===== src/rtl/mdws_pkg.sv =====
// Shared types, constants and small tables for the double-well Metropolis sampler.
// Used by mdws_mul, the sampler and the bench; depends on nothing.
`timescale 1ns / 1ps

package mdws_pkg;

  localparam int unsigned PosW    = 16;
  localparam int unsigned EnergyW = 32;
  localparam int unsigned CfgIdxW = 3;
  localparam int unsigned MulAW   = 33;
  localparam int unsigned MulBW   = 32;
  localparam int unsigned MulPW   = MulAW + MulBW;

  // register indexes on the configuration port
  localparam logic [CfgIdxW-1:0] REG_STEP_SIZE  = 3'd0;
  localparam logic [CfgIdxW-1:0] REG_MIN_POS    = 3'd1;
  localparam logic [CfgIdxW-1:0] REG_MAX_POS    = 3'd2;
  localparam logic [CfgIdxW-1:0] REG_INV_KT     = 3'd3;
  localparam logic [CfgIdxW-1:0] REG_SCALE      = 3'd4;
  localparam logic [CfgIdxW-1:0] REG_STRIDE     = 3'd5;
  localparam logic [CfgIdxW-1:0] REG_START_POS  = 3'd6;

  localparam logic [15:0] RST_STEP_SIZE = 16'd410;
  localparam logic [15:0] RST_MIN_POS   = 16'd12288;
  localparam logic [15:0] RST_MAX_POS   = 16'd45056;
  localparam logic [15:0] RST_INV_KT    = 16'd6873;
  localparam logic [15:0] RST_SCALE     = 16'd4096;
  localparam logic [15:0] RST_STRIDE    = 16'd100;
  localparam logic [15:0] RST_START_POS = 16'd16384;

  // well centers in Q3.13
  localparam logic [16:0] WELL_LEFT_Q13  = 17'd16384;
  localparam logic [16:0] WELL_RIGHT_Q13 = 17'd40960;

  localparam logic [31:0] LOG2E_Q16 = 32'd94548;
  localparam logic [31:0] LN2_Q30   = 32'd744261118;
  localparam logic [30:0] ONE_Q30   = 31'h4000_0000;
  localparam logic [36:0] EXP_T_MAX = 37'd3145728;  // 48.0 in Q16.16
  localparam logic [30:0] INV11_Q30 = 31'd97612893;

  typedef enum logic [4:0] {
    ST_IDLE, ST_PROP, ST_MOVE,
    ST_SQ1, ST_SQ2, ST_DIFF,
    ST_X0, ST_X1, ST_X2, ST_XL1, ST_XL2, ST_XL3, ST_XFIN,
    ST_L0, ST_LDIV, ST_LW2, ST_LS, ST_LH1, ST_LH2, ST_LF, ST_LG, ST_LE,
    ST_DE, ST_DT, ST_ACC, ST_DONE
  } state_t;

  // where an energy evaluation hands back
  typedef enum logic [1:0] {
    ERET_INIT, ERET_LOAD, ERET_TEST
  } eret_t;

  // where an exponential hands back
  typedef enum logic {
    XRET_LN, XRET_ACC
  } xret_t;

  // ceil(2^33/n): floor(q/n) = (q*m) >> 33 exactly for q < 2^30
  function automatic logic [31:0] div_recip(input logic [2:0] n);
    logic [31:0] m;
    unique case (n)
      3'd3:    m = 32'd2863311531;
      3'd5:    m = 32'd1717986919;
      3'd6:    m = 32'd1431655766;
      default: m = 32'd0;
    endcase
    return m;
  endfunction

  // odd-term series constants 1/9, 1/7, 1/5, 1/3, 1 in Q0.30
  function automatic logic [30:0] series_coef(input logic [2:0] idx);
    logic [30:0] c;
    unique case (idx)
      3'd0:    c = 31'd119304647;
      3'd1:    c = 31'd153391689;
      3'd2:    c = 31'd214748364;
      3'd3:    c = 31'd357913941;
      default: c = 31'd1073741824;
    endcase
    return c;
  endfunction

endpackage


===== src/rtl/mdws_mul.sv =====
// Shared unsigned multiplier with a registered product.
// Depends on mdws_pkg for operand widths.
`timescale 1ns / 1ps

module mdws_mul (
  input  logic                          clk,
  input  logic [mdws_pkg::MulAW-1:0]    mul_a,
  input  logic [mdws_pkg::MulBW-1:0]    mul_b,
  output logic [mdws_pkg::MulPW-1:0]    mul_p_r
);

  always_ff @(posedge clk) begin
    mul_p_r <= {{mdws_pkg::MulBW{1'b0}}, mul_a} * {{mdws_pkg::MulAW{1'b0}}, mul_b};
  end

endmodule


===== src/rtl/metropolis_double_well_sampler.sv =====
// Metropolis sampler on a double-well potential: sequencer plus datapath around one
// shared multiplier. Depends on mdws_pkg and mdws_mul.
//
// Usage
//   Input channel (in_valid/in_stall): one word is one Metropolis step with two random
//   fractions and a restart flag. Result channel (out_valid/out_stall): the position,
//   step index and accepted count, sent on every sample_stride-th step from step 0.
//   Configuration: cfg_wr_en/cfg_index/cfg_data, to be written only while the block is
//   idle; the block itself does not enforce this, the user must. Timing: after a word is
//   taken, in_stall stays high until its step ends, so a new word is only taken once the
//   last step is through. The step is longest when the proposal is in range and the move
//   goes uphill (energy evaluation with a serial divide, two exponentials, all on the one
//   multiplier), shorter when it goes downhill (one exponential), and shortest when the
//   proposal is out of range. An exponential whose argument is 0 or at least 48 skips the
//   series. A restart adds one energy evaluation.
//   The result sits in an output register; a stalled receiver holds it, and the next
//   step is taken meanwhile, only its own result waits until the register frees.
//   Reset: synchronous, active low. After reset the block computes the energy of the
//   start position with in_stall high, then goes idle.
`timescale 1ns / 1ps

module metropolis_double_well_sampler (
  input  logic                          clk,
  input  logic                          rst_n,
  input  logic                          in_valid,
  output logic                          in_stall,
  input  logic [15:0]                   in_move_random,
  input  logic [15:0]                   in_accept_random,
  input  logic                          in_restart,
  output logic                          out_valid,
  input  logic                          out_stall,
  output logic [15:0]                   out_sample_position,
  output logic [31:0]                   out_step_number,
  output logic [31:0]                   out_accepted_count,
  input  logic                          cfg_wr_en,
  input  logic [mdws_pkg::CfgIdxW-1:0]  cfg_index,
  input  logic [15:0]                   cfg_data
);

  // configuration
  logic [15:0] step_size_r, min_pos_r, max_pos_r, inv_kt_r, scale_cfg_r, stride_r;
  logic [15:0] start_pos_r;

  // sequencer and chain state
  mdws_pkg::state_t state_r, state_nxt;
  mdws_pkg::eret_t  eret_r, eret_nxt;
  mdws_pkg::xret_t  xret_r, xret_nxt;
  logic [15:0] mv_r, mv_nxt, ar_r, ar_nxt, scale_r, scale_nxt;
  logic [15:0] pos_r, pos_nxt, xop_r, xop_nxt, stride_cnt_r, stride_cnt_nxt;
  logic signed [31:0] energy_r, energy_nxt, enew_r, enew_nxt;
  logic [31:0] step_cnt_r, step_cnt_nxt, acc_cnt_r, acc_cnt_nxt;
  logic signed [24:0] a_r, a_nxt, hi_r, hi_nxt;
  logic [36:0] t_r, t_nxt;
  logic [6:0]  k_r, k_nxt;
  logic [29:0] u_r, u_nxt;
  logic [30:0] r_r, r_nxt, s_r, s_nxt;
  logic [2:0]  n_r, n_nxt, hidx_r, hidx_nxt;
  logic [16:0] ex_r, ex_nxt;
  logic [17:0] rem_r, rem_nxt, den_r, den_nxt;
  logic [28:0] w_r, w_nxt;
  logic [4:0]  dcnt_r, dcnt_nxt;
  logic [27:0] w2_r, w2_nxt;
  logic        pneg_r, pneg_nxt, acc_r, acc_nxt;
  logic        out_valid_r, out_valid_nxt;
  logic [15:0] out_pos_r, out_pos_nxt;
  logic [31:0] out_step_r, out_step_nxt, out_acc_r, out_acc_nxt;

  // shared multiplier
  logic [mdws_pkg::MulAW-1:0] mul_a;
  logic [mdws_pkg::MulBW-1:0] mul_b;
  logic [mdws_pkg::MulPW-1:0] mul_p_r;

  // datapath temporaries
  logic        mv_neg;
  logic [16:0] two_mv, mv_mag, delta_mag;
  logic [32:0] dprod_up;
  logic signed [18:0] xnew;
  logic        xnew_ok;
  logic signed [16:0] d1, d2;
  logic [15:0] d1_abs, d2_abs;
  logic [21:0] sq;
  logic signed [24:0] b_val, diff;
  logic [29:0] q_val;
  logic [30:0] q_shr;
  logic [6:0]  exp_sh;
  logic [30:0] r_shr;
  logic [18:0] rem2;
  logic        rem_ge;
  logic [16:0] ln_val;
  logic signed [26:0] pot, hi_ext;
  logic [25:0] pot_abs;
  logic [42:0] e_up;
  logic [31:0] e_mag;
  logic signed [31:0] e_val;
  logic signed [32:0] de;
  logic [15:0] stride_eff;
  logic [16:0] stride_next;
  logic [15:0] pos_commit;
  logic [31:0] acc_commit;
  logic        emit;

  mdws_mul u_mul (
    .clk     (clk),
    .mul_a   (mul_a),
    .mul_b   (mul_b),
    .mul_p_r (mul_p_r)
  );

  assign in_stall            = (state_r != mdws_pkg::ST_IDLE);
  assign out_valid           = out_valid_r;
  assign out_sample_position = out_pos_r;
  assign out_step_number     = out_step_r;
  assign out_accepted_count  = out_acc_r;

  // fixed datapath pieces
  always_comb begin
    two_mv    = {mv_r, 1'b0};
    mv_neg    = ~mv_r[15];
    mv_mag    = mv_neg ? (17'h10000 - two_mv) : (two_mv - 17'h10000);
    dprod_up  = {1'b0, mul_p_r[31:0]} + 33'd65535;
    delta_mag = mv_neg ? dprod_up[32:16] : {1'b0, mul_p_r[31:16]};
    xnew      = mv_neg ? ($signed({3'b000, pos_r}) - $signed({2'b00, delta_mag}))
                       : ($signed({3'b000, pos_r}) + $signed({2'b00, delta_mag}));
    xnew_ok   = !xnew[18] && (xnew[17:16] == 2'b00)
                && (xnew[15:0] > min_pos_r) && (xnew[15:0] < max_pos_r);

    d1     = $signed({1'b0, xop_r} - mdws_pkg::WELL_LEFT_Q13);
    d2     = $signed({1'b0, xop_r} - mdws_pkg::WELL_RIGHT_Q13);
    d1_abs = d1[16] ? 16'(-d1) : d1[15:0];
    d2_abs = d2[16] ? 16'(-d2) : d2[15:0];
    sq     = mul_p_r[31:10];
    b_val  = -$signed({2'b00, sq, 1'b0});
    diff   = (a_r > b_val) ? (a_r - b_val) : (b_val - a_r);

    q_val = mul_p_r[59:30];
    unique case (n_r)
      3'd2:    q_shr = {2'b00, q_val[29:1]};
      3'd4:    q_shr = {3'b000, q_val[29:2]};
      default: q_shr = {1'b0, q_val};
    endcase
    exp_sh = 7'd14 + k_r;
    r_shr  = r_r >> exp_sh;

    rem2   = {rem_r, 1'b0};
    rem_ge = (rem2 >= {1'b0, den_r});

    ln_val  = mul_p_r[59:43];
    hi_ext  = 27'(hi_r);
    pot     = -(hi_ext <<< 1) - $signed({9'd0, ln_val, 1'b0});
    pot_abs = pot[26] ? 26'(-pot) : pot[25:0];

    // magnitude stays below 2^30, so the energy never reaches the 32-bit limits
    e_up  = mul_p_r[42:0] + 43'd4095;
    e_mag = pneg_r ? {1'b0, e_up[42:12]} : {1'b0, mul_p_r[42:12]};
    e_val = pneg_r ? -$signed(e_mag) : $signed(e_mag);

    de = $signed({enew_r[31], enew_r}) - $signed({energy_r[31], energy_r});

    stride_eff  = (stride_r == 16'd0) ? 16'd1 : stride_r;
    stride_next = {1'b0, stride_cnt_r} + 17'd1;
    pos_commit  = acc_r ? xop_r : pos_r;
    acc_commit  = (acc_r && (acc_cnt_r != 32'hFFFF_FFFF)) ? (acc_cnt_r + 32'd1) : acc_cnt_r;
    emit        = (stride_cnt_r == 16'd0);
  end

  // sequencer
  always_comb begin
    state_nxt      = state_r;
    eret_nxt       = eret_r;
    xret_nxt       = xret_r;
    mv_nxt         = mv_r;
    ar_nxt         = ar_r;
    scale_nxt      = scale_r;
    pos_nxt        = pos_r;
    xop_nxt        = xop_r;
    energy_nxt     = energy_r;
    enew_nxt       = enew_r;
    step_cnt_nxt   = step_cnt_r;
    stride_cnt_nxt = stride_cnt_r;
    acc_cnt_nxt    = acc_cnt_r;
    a_nxt          = a_r;
    hi_nxt         = hi_r;
    t_nxt          = t_r;
    k_nxt          = k_r;
    u_nxt          = u_r;
    r_nxt          = r_r;
    n_nxt          = n_r;
    ex_nxt         = ex_r;
    rem_nxt        = rem_r;
    den_nxt        = den_r;
    w_nxt          = w_r;
    dcnt_nxt       = dcnt_r;
    w2_nxt         = w2_r;
    s_nxt          = s_r;
    hidx_nxt       = hidx_r;
    pneg_nxt       = pneg_r;
    acc_nxt        = acc_r;
    out_valid_nxt  = out_valid_r && out_stall;
    out_pos_nxt    = out_pos_r;
    out_step_nxt   = out_step_r;
    out_acc_nxt    = out_acc_r;
    mul_a          = '0;
    mul_b          = '0;

    unique case (state_r)
      mdws_pkg::ST_IDLE: begin
        if (in_valid) begin
          mv_nxt    = in_move_random;
          ar_nxt    = in_accept_random;
          scale_nxt = scale_cfg_r;
          if (in_restart) begin
            pos_nxt        = start_pos_r;
            xop_nxt        = start_pos_r;
            step_cnt_nxt   = '0;
            stride_cnt_nxt = '0;
            acc_cnt_nxt    = '0;
            eret_nxt       = mdws_pkg::ERET_LOAD;
            state_nxt      = mdws_pkg::ST_SQ1;
          end else begin
            state_nxt = mdws_pkg::ST_PROP;
          end
        end
      end
      mdws_pkg::ST_PROP: begin
        mul_a     = 33'(mv_mag);
        mul_b     = {16'd0, step_size_r};
        state_nxt = mdws_pkg::ST_MOVE;
      end
      mdws_pkg::ST_MOVE: begin
        if (xnew_ok) begin
          xop_nxt   = xnew[15:0];
          eret_nxt  = mdws_pkg::ERET_TEST;
          state_nxt = mdws_pkg::ST_SQ1;
        end else begin
          acc_nxt   = 1'b0;
          state_nxt = mdws_pkg::ST_DONE;
        end
      end
      // potential: squares of the distances to both wells
      mdws_pkg::ST_SQ1: begin
        mul_a     = {17'd0, d1_abs};
        mul_b     = {16'd0, d1_abs};
        state_nxt = mdws_pkg::ST_SQ2;
      end
      mdws_pkg::ST_SQ2: begin
        a_nxt     = -$signed({2'b00, sq, 1'b0}) - 25'sd131072;
        mul_a     = {17'd0, d2_abs};
        mul_b     = {16'd0, d2_abs};
        state_nxt = mdws_pkg::ST_DIFF;
      end
      mdws_pkg::ST_DIFF: begin
        hi_nxt    = (a_r > b_val) ? a_r : b_val;
        t_nxt     = {12'd0, diff};
        xret_nxt  = mdws_pkg::XRET_LN;
        state_nxt = mdws_pkg::ST_X0;
      end
      // exp(-t) in Q0.16
      mdws_pkg::ST_X0: begin
        if (t_r == 37'd0) begin
          ex_nxt    = 17'h10000;
          state_nxt = (xret_r == mdws_pkg::XRET_LN) ? mdws_pkg::ST_L0 : mdws_pkg::ST_ACC;
        end else if (t_r >= mdws_pkg::EXP_T_MAX) begin
          ex_nxt    = '0;
          state_nxt = (xret_r == mdws_pkg::XRET_LN) ? mdws_pkg::ST_L0 : mdws_pkg::ST_ACC;
        end else begin
          mul_a     = {11'd0, t_r[21:0]};
          mul_b     = mdws_pkg::LOG2E_Q16;
          state_nxt = mdws_pkg::ST_X1;
        end
      end
      mdws_pkg::ST_X1: begin
        k_nxt     = mul_p_r[38:32];
        mul_a     = {17'd0, mul_p_r[31:16]};
        mul_b     = mdws_pkg::LN2_Q30;
        state_nxt = mdws_pkg::ST_X2;
      end
      mdws_pkg::ST_X2: begin
        u_nxt     = mul_p_r[45:16];
        r_nxt     = mdws_pkg::ONE_Q30;
        n_nxt     = 3'd6;
        state_nxt = mdws_pkg::ST_XL1;
      end
      mdws_pkg::ST_XL1: begin
        mul_a     = {3'd0, u_r};
        mul_b     = {1'b0, r_r};
        state_nxt = mdws_pkg::ST_XL2;
      end
      mdws_pkg::ST_XL2: begin
        if ((n_r == 3'd3) || (n_r == 3'd5) || (n_r == 3'd6)) begin
          mul_a     = {3'd0, q_val};
          mul_b     = mdws_pkg::div_recip(n_r);
          state_nxt = mdws_pkg::ST_XL3;
        end else begin
          r_nxt     = mdws_pkg::ONE_Q30 - q_shr;
          n_nxt     = n_r - 3'd1;
          state_nxt = (n_r == 3'd1) ? mdws_pkg::ST_XFIN : mdws_pkg::ST_XL1;
        end
      end
      mdws_pkg::ST_XL3: begin
        r_nxt     = mdws_pkg::ONE_Q30 - {1'b0, mul_p_r[62:33]};
        n_nxt     = n_r - 3'd1;
        state_nxt = mdws_pkg::ST_XL1;
      end
      mdws_pkg::ST_XFIN: begin
        ex_nxt    = (k_r > 7'd40) ? 17'd0 : r_shr[16:0];
        state_nxt = (xret_r == mdws_pkg::XRET_LN) ? mdws_pkg::ST_L0 : mdws_pkg::ST_ACC;
      end
      // ln(1+z): serial divide for w = z/(2+z), then odd series in w^2
      mdws_pkg::ST_L0: begin
        rem_nxt   = {ex_r, 1'b0};
        den_nxt   = 18'd131072 + {1'b0, ex_r};
        w_nxt     = '0;
        dcnt_nxt  = 5'd28;
        state_nxt = mdws_pkg::ST_LDIV;
      end
      mdws_pkg::ST_LDIV: begin
        rem_nxt  = rem_ge ? 18'(rem2 - {1'b0, den_r}) : rem2[17:0];
        w_nxt    = {w_r[27:0], rem_ge};
        dcnt_nxt = dcnt_r - 5'd1;
        if (dcnt_r == 5'd0) begin
          state_nxt = mdws_pkg::ST_LW2;
        end
      end
      mdws_pkg::ST_LW2: begin
        mul_a     = {4'd0, w_r};
        mul_b     = {3'd0, w_r};
        state_nxt = mdws_pkg::ST_LS;
      end
      mdws_pkg::ST_LS: begin
        w2_nxt    = mul_p_r[57:30];
        s_nxt     = mdws_pkg::INV11_Q30;
        hidx_nxt  = '0;
        state_nxt = mdws_pkg::ST_LH1;
      end
      mdws_pkg::ST_LH1: begin
        mul_a     = {5'd0, w2_r};
        mul_b     = {1'b0, s_r};
        state_nxt = mdws_pkg::ST_LH2;
      end
      mdws_pkg::ST_LH2: begin
        s_nxt     = mdws_pkg::series_coef(hidx_r) + mul_p_r[60:30];
        hidx_nxt  = hidx_r + 3'd1;
        state_nxt = (hidx_r == 3'd4) ? mdws_pkg::ST_LF : mdws_pkg::ST_LH1;
      end
      mdws_pkg::ST_LF: begin
        mul_a     = {4'd0, w_r};
        mul_b     = {1'b0, s_r};
        state_nxt = mdws_pkg::ST_LG;
      end
      mdws_pkg::ST_LG: begin
        pneg_nxt  = pot[26];
        mul_a     = 33'(pot_abs);
        mul_b     = {16'd0, scale_r};
        state_nxt = mdws_pkg::ST_LE;
      end
      mdws_pkg::ST_LE: begin
        unique case (eret_r)
          mdws_pkg::ERET_INIT: begin
            energy_nxt = e_val;
            state_nxt  = mdws_pkg::ST_IDLE;
          end
          mdws_pkg::ERET_LOAD: begin
            energy_nxt = e_val;
            state_nxt  = mdws_pkg::ST_PROP;
          end
          default: begin
            enew_nxt  = e_val;
            state_nxt = mdws_pkg::ST_DE;
          end
        endcase
      end
      // acceptance test
      mdws_pkg::ST_DE: begin
        if (de[32] || (de == 33'sd0)) begin
          acc_nxt   = 1'b1;
          state_nxt = mdws_pkg::ST_DONE;
        end else begin
          mul_a     = de;
          mul_b     = {16'd0, inv_kt_r};
          state_nxt = mdws_pkg::ST_DT;
        end
      end
      mdws_pkg::ST_DT: begin
        t_nxt     = mul_p_r[48:12];
        xret_nxt  = mdws_pkg::XRET_ACC;
        state_nxt = mdws_pkg::ST_X0;
      end
      mdws_pkg::ST_ACC: begin
        acc_nxt   = ({1'b0, ar_r} < ex_r);
        state_nxt = mdws_pkg::ST_DONE;
      end
      mdws_pkg::ST_DONE: begin
        // hold a sampled step while an earlier word still waits in the output register
        if (!(emit && out_valid_r && out_stall)) begin
          pos_nxt      = pos_commit;
          acc_cnt_nxt  = acc_commit;
          if (acc_r) begin
            energy_nxt = enew_r;
          end
          if (emit) begin
            out_valid_nxt = 1'b1;
            out_pos_nxt   = pos_commit;
            out_step_nxt  = step_cnt_r;
            out_acc_nxt   = acc_commit;
          end
          step_cnt_nxt   = step_cnt_r + 32'd1;
          stride_cnt_nxt = (stride_next >= {1'b0, stride_eff}) ? 16'd0 : stride_next[15:0];
          state_nxt      = mdws_pkg::ST_IDLE;
        end
      end
      default: begin
        state_nxt = mdws_pkg::ST_IDLE;
      end
    endcase
  end

  always_ff @(posedge clk) begin
    if (!rst_n) begin
      step_size_r <= mdws_pkg::RST_STEP_SIZE;
      min_pos_r   <= mdws_pkg::RST_MIN_POS;
      max_pos_r   <= mdws_pkg::RST_MAX_POS;
      inv_kt_r    <= mdws_pkg::RST_INV_KT;
      scale_cfg_r <= mdws_pkg::RST_SCALE;
      stride_r    <= mdws_pkg::RST_STRIDE;
      start_pos_r <= mdws_pkg::RST_START_POS;
    end else if (cfg_wr_en) begin
      unique case (cfg_index)
        mdws_pkg::REG_STEP_SIZE: step_size_r <= cfg_data;
        mdws_pkg::REG_MIN_POS:   min_pos_r   <= cfg_data;
        mdws_pkg::REG_MAX_POS:   max_pos_r   <= cfg_data;
        mdws_pkg::REG_INV_KT:    inv_kt_r    <= cfg_data;
        mdws_pkg::REG_SCALE:     scale_cfg_r <= cfg_data;
        mdws_pkg::REG_STRIDE:    stride_r    <= cfg_data;
        mdws_pkg::REG_START_POS: start_pos_r <= cfg_data;
        default: ;
      endcase
    end
  end

  always_ff @(posedge clk) begin
    if (!rst_n) begin
      // start by evaluating the energy at the reset start position
      state_r      <= mdws_pkg::ST_SQ1;
      eret_r       <= mdws_pkg::ERET_INIT;
      xret_r       <= mdws_pkg::XRET_LN;
      xop_r        <= mdws_pkg::RST_START_POS;
      pos_r        <= mdws_pkg::RST_START_POS;
      scale_r      <= mdws_pkg::RST_SCALE;
      step_cnt_r   <= '0;
      stride_cnt_r <= '0;
      acc_cnt_r    <= '0;
      out_valid_r  <= 1'b0;
    end else begin
      state_r      <= state_nxt;
      eret_r       <= eret_nxt;
      xret_r       <= xret_nxt;
      xop_r        <= xop_nxt;
      pos_r        <= pos_nxt;
      scale_r      <= scale_nxt;
      step_cnt_r   <= step_cnt_nxt;
      stride_cnt_r <= stride_cnt_nxt;
      acc_cnt_r    <= acc_cnt_nxt;
      out_valid_r  <= out_valid_nxt;
    end
  end

  always_ff @(posedge clk) begin
    mv_r      <= mv_nxt;
    ar_r      <= ar_nxt;
    energy_r  <= energy_nxt;
    enew_r    <= enew_nxt;
    a_r       <= a_nxt;
    hi_r      <= hi_nxt;
    t_r       <= t_nxt;
    k_r       <= k_nxt;
    u_r       <= u_nxt;
    r_r       <= r_nxt;
    n_r       <= n_nxt;
    ex_r      <= ex_nxt;
    rem_r     <= rem_nxt;
    den_r     <= den_nxt;
    w_r       <= w_nxt;
    dcnt_r    <= dcnt_nxt;
    w2_r      <= w2_nxt;
    s_r       <= s_nxt;
    hidx_r    <= hidx_nxt;
    pneg_r    <= pneg_nxt;
    acc_r     <= acc_nxt;
    out_pos_r <= out_pos_nxt;
    out_step_r <= out_step_nxt;
    out_acc_r <= out_acc_nxt;
  end

endmodule


===== config.mk =====
export PLATFORM = sky130hd
export DESIGN_NAME = metropolis_double_well_sampler
export DESIGN_NICKNAME = d
export VERILOG_FILES = /design/src/rtl/mdws_pkg.sv /design/src/rtl/mdws_mul.sv /design/src/rtl/metropolis_double_well_sampler.sv
export SDC_FILE = /design/constraint.sdc
export NUM_CORES = 2
export LEC_CHECK = 0
export BUFFER_PORTS_ARGS = -buffer_cell sky130_fd_sc_hd__buf_2
export CAP_MARGIN = 5
export CORE_MARGIN = 1.5
export CORE_UTILIZATION = 30
export DETAILED_ROUTE_END_ITERATION = 12
export PLACE_DENSITY = 0.53
export SLEW_MARGIN = 5
export SYNTH_ARGS = -nofsm -noshare
export SYNTH_HDL_FRONTEND = slang
export SYNTH_SLANG_ARGS = --single-unit

===== constraint.sdc =====
create_clock -name clk -period 16.25 [get_ports clk]
set_clock_uncertainty 0.2 [all_clocks]
set_input_delay 0 -clock clk [delete_from_list [all_inputs] [get_ports clk]]
set_output_delay 0 -clock clk [all_outputs]
set_load 0.03 [all_outputs]

==> key figures <==
Worst setup path
  – Worst path most repeated cell: fa_1
  – Critical path class: flip-flop to flip-flop
  – CP Buf/Inv Count: 8
  – Start of the worst register-to-register path: u_mul.mul_p_r[44]$_DFF_P_
  – CP Launch Type: flip-flop
  – Crit-path max FO: 15
  – Crit path capture type: flip-flop
  – FF-to-FF End: u_mul.mul_p_r[62]$_DFF_P_
  – CP Data Required Time: 16690 ps
  – Arr. time, crit path: 15890 ps
  – Reg2reg path depth: 43
  – Max incr delay on CP: 1200 ps
  – CP top delay family: compound AO/OA/AOI/OAI gates
  – Worst reg-to-reg setup slack: 800 ps
  – Crit path max-delay cell type: nor4b_1

Timing
  – Setup-failing EPs final: 0
  – Fin crit share: 0.951
  – RSZ-0062 raised after global routing: no
  – Worst-margin pin slew: 1540 ps
  – Final Max Slew Viols: 3
  – Tmin final: 15450 ps
  – Fin Setup TNS: 0 ps
  – Hold_ws: 53.3 ps
  – Achievable Freq: 0.0647 GHz
  – Final hold violations: 0
  – Slew HR: -0.0343

Final layout
  – Fill cells: 28.1k
  – Share of post-route cells with drive strength above 1: 0.0703
  – Fin cells: 13.1k
  – Area occupied by multi-input gates: 0.0547 mm²
  – Final instance area: 0.0914 mm²
  – Area growth, synth to finish: 12.2%
  – Post-layout util: 0.338
  – Final Net Count: 10.9k
  – Seq. cell area: 0.0207 mm²

Yosys
  – Top cell type's share of synthesized area: 0.229
  – Main area contributors after synthesis: fa_1 (23%), edfxtp_1 (18%), ha_1 (8.3%)
  – Yosys top cell by area: fa_1
  – Most common cell in the netlist: inv_1
  – Mapped Avg Cell Area: 8.82 µm²
  – Mapped Cells: 9238
  – EDFF count, synth: 482
  – Synth top cells by count: inv_1 (1346), nand2_1 (1285), fa_1 (932)
  – Ys Warns: 0
  – Ys async rst share: 0
  – Register area share after synthesis: 0.254
  – Synthesized area: 0.0815 mm²
  – Synthesized flop and latch total: 794
  – Ys flop type: edfxtp_1
  – Post-synth cell types: 97

Routing
  – Vias/cell: 5.29
  – Routed Antenna Nets: 0
  – Final wirelength: 309000 µm
  – Drt first pass iters: 6
  – # DRC: 0
  – Average wire per standard cell: 23.7 µm
  – DRT iter0 DRCs: 7379
  – Routed vias: 69.0k

CTS
  – CTS tree: yes
  – Clk slew on worst S/H paths: 70 ps
  – Worst skew pair latency: 750 ps
  – CTS max path bufs: 3
  – Clk root buf: clkbuf_16
  – Htree depth: 3
  – CTS Buf Count: 91
  – Clock sinks: 794

Pwr
  – Leak: 39.5 nW
  – Power Density: 197 mW/mm²
  – Peak supply drop: 173 µV
  – Proportion of power drawn by combinational gates: 0.722
  – Power Internal: 7.97 mW
  – Switching Fraction: 0.557
  – P_sw: 10.0 mW
  – Clock Power Share: 0.125
  – Reg power frac: 0.153

Global route
  – Gr usage total: 0.224
  – Initial antenna violation count: 15
  – Vias in the first global route: 69.3k
  – Largest net degree at the start of global routing: 86
  – First-pass GRT wire length: 457000 µm
  – Overflow after GRT: 0

Floorplan
  – I/O pins: 139
  – Die Ht: 524 µm
  – Core area: 0.271 mm²
  – Width of the die: 524 µm
  – Number of cell rows: 191
  – DIE AREA: 0.275 mm²
  – Initial Util: 0.301

Run status
  – Status: finished, violations left
  – Failing checks: max-capacitance violations, max-slew violations

Job
  – Max Cap Viol: 1

Placed design
  – HPWL after DPL: 240000 µm
  – GPL Wtd Cong: 0.982
  – Port buffer count: 138
  – Placed Area: 0.0871 mm²
  – # placed instances: 12.8k

Hold path
  – Worst hold path depth: 4
  – WHS Endpoint: step_size_r[13]$_SDFFE_PN0P_
  – Worst hold path startpoint: cfg_data[13]
  – Class of the worst hold path: input port to flip-flop
[power groups by stage]
stage	clock, mW	sequential (mW)	combinational (mW)
after floorplan	0	2.66	8.06
after global placement	0	2.79	12.6
after detailed placement	0	2.79	12.7
after CTS	2.28	2.75	12.8
after global routing	2.36	2.77	14.1
final	2.24	2.76	13.0
[flip-flops by register name, summed over array words and instances, names as in the netlist, 17 cells and up]
register	cells
t_r	37
s_r	31
hi_r	24
out_step_number	32
rem_r	18
energy_r	32
a_r	24
u_mul.mul_p_r	63
acc_cnt_r	32
step_cnt_r	32
w_r	29
den_r	17
out_accepted_count	32
ex_r	17
w2_r	28
enew_r	32
u_r	30
r_r	31
[worst register-to-register path: cells and delay by family (launching register included)]
| kind | cells | cell delay [ps] |
|---|---|---|
| compound gates | 16 | 5730 |
| xor+xnor | 2 | 430 |
| fa+ha+maj | 11 | 5220 |
| buf+inv | 8 | 1200 |
| flops | 1 | 750 |
| simple gates | 6 | 1790 |
[cell families (layout without fill, tap and decap cells)]
family                     after synthesis  in the layout  synth area share
adders and majority gates             1470           1470             0.312
buffers and inverters                 1784           1963            0.0828
AOI/OAI and AO/OA                     1605           1605             0.127
xor gates and xnor gates               417            417            0.0449
and+or+nand+nor                       3072           3072             0.167
other                                    2             66         0.0000922
muxes                                   94             94            0.0128
DFF                                    794            794             0.254
[what timing repair did]
item / 4_1_cts / 5_1_grt
hold buffers: 114 / 0
resized for setup: 0 / 0
endpoints found under the hold margin: 235 / 0
setup buffers: 0 / 0
[layout by cell type (no fill, tap or decap), types with 23 or more instances in the layout]
master	count
inv_1	1344
nand2_1	1282
fa_1	932
nor2_1	875
ha_1	538
a21oi_1	510
edfxtp_1	482
o21ai_0	331
dfxtp_1	311
xnor2_1	261
buf_4	191
nand3_1	162
xor2_1	155
buf_2	138
and2_1	130
nor3_1	122
a21o_1	119
dlygate4sd3_1	114
clkbuf_16	92
and3_1	85
a211oi_1	71
nor2b_1	65
nand4_1	63
nand2b_1	62
conb_1	61
a22oi_1	48
mux2i_1	48
o211ai_1	45
or3_1	44
mux2_2	42
o21a_1	37
o21bai_1	37
a31oi_1	35
o22ai_1	33
a221oi_1	30
nor4_1	30
a222oi_1	29
or2_2	28
o31ai_1	24
a221o_1	23
[how the worst max path moves through the flow]
stage / startpoint / end / slack, ps / cells after the start
floorplan: enew_r[0]$_DFFE_PP_ / u_mul.mul_p_r[61]$_DFF_P_ / 4510 / 44
global placement: u_mul.mul_p_r[44]$_DFF_P_ / u_mul.mul_p_r[62]$_DFF_P_ / 1500 / 42
detailed placement: u_mul.mul_p_r[44]$_DFF_P_ / u_mul.mul_p_r[62]$_DFF_P_ / 1440 / 43
CTS: u_mul.mul_p_r[44]$_DFF_P_ / u_mul.mul_p_r[62]$_DFF_P_ / 1360 / 43
global route: u_mul.mul_p_r[44]$_DFF_P_ / u_mul.mul_p_r[62]$_DFF_P_ / 90 / 43
finish: u_mul.mul_p_r[44]$_DFF_P_ / u_mul.mul_p_r[62]$_DFF_P_ / 800 / 43
[layout make-up]
| class | count | share of cell area |
|---|---|---|
| Clock buffer | 108 | 0.0262 |
| Sequential cell | 794 | 0.227 |
| Antenna cell | 5 | 0.000137 |
| Tap cell | 3570 | 0.0489 |
| Timing Repair Buffer | 445 | 0.0359 |
| Multi-Input combinational cell | 6719 | 0.598 |
| Clock inverter | 63 | 0.00881 |
| Inverter | 1347 | 0.0553 |
[per-layer routing]
metal	track usage	vias to the layer above	routed length (µm)
met5	0	-	26
met4	0.113	4	18600
met3	0.0436	662	27300
met2	0.350	3020	136000
met1	0.293	34630	127000
li1	-	30701	-
[through the flow]
step	power, mW	setup WS, ps
after global routing	19.2	88.4
after floorplan	10.7	4510
final	18.0	800
after CTS	17.9	1360
after global placement	15.4	1500
after detailed placement	15.5	1440
Power figures use the tool's default switching activity.
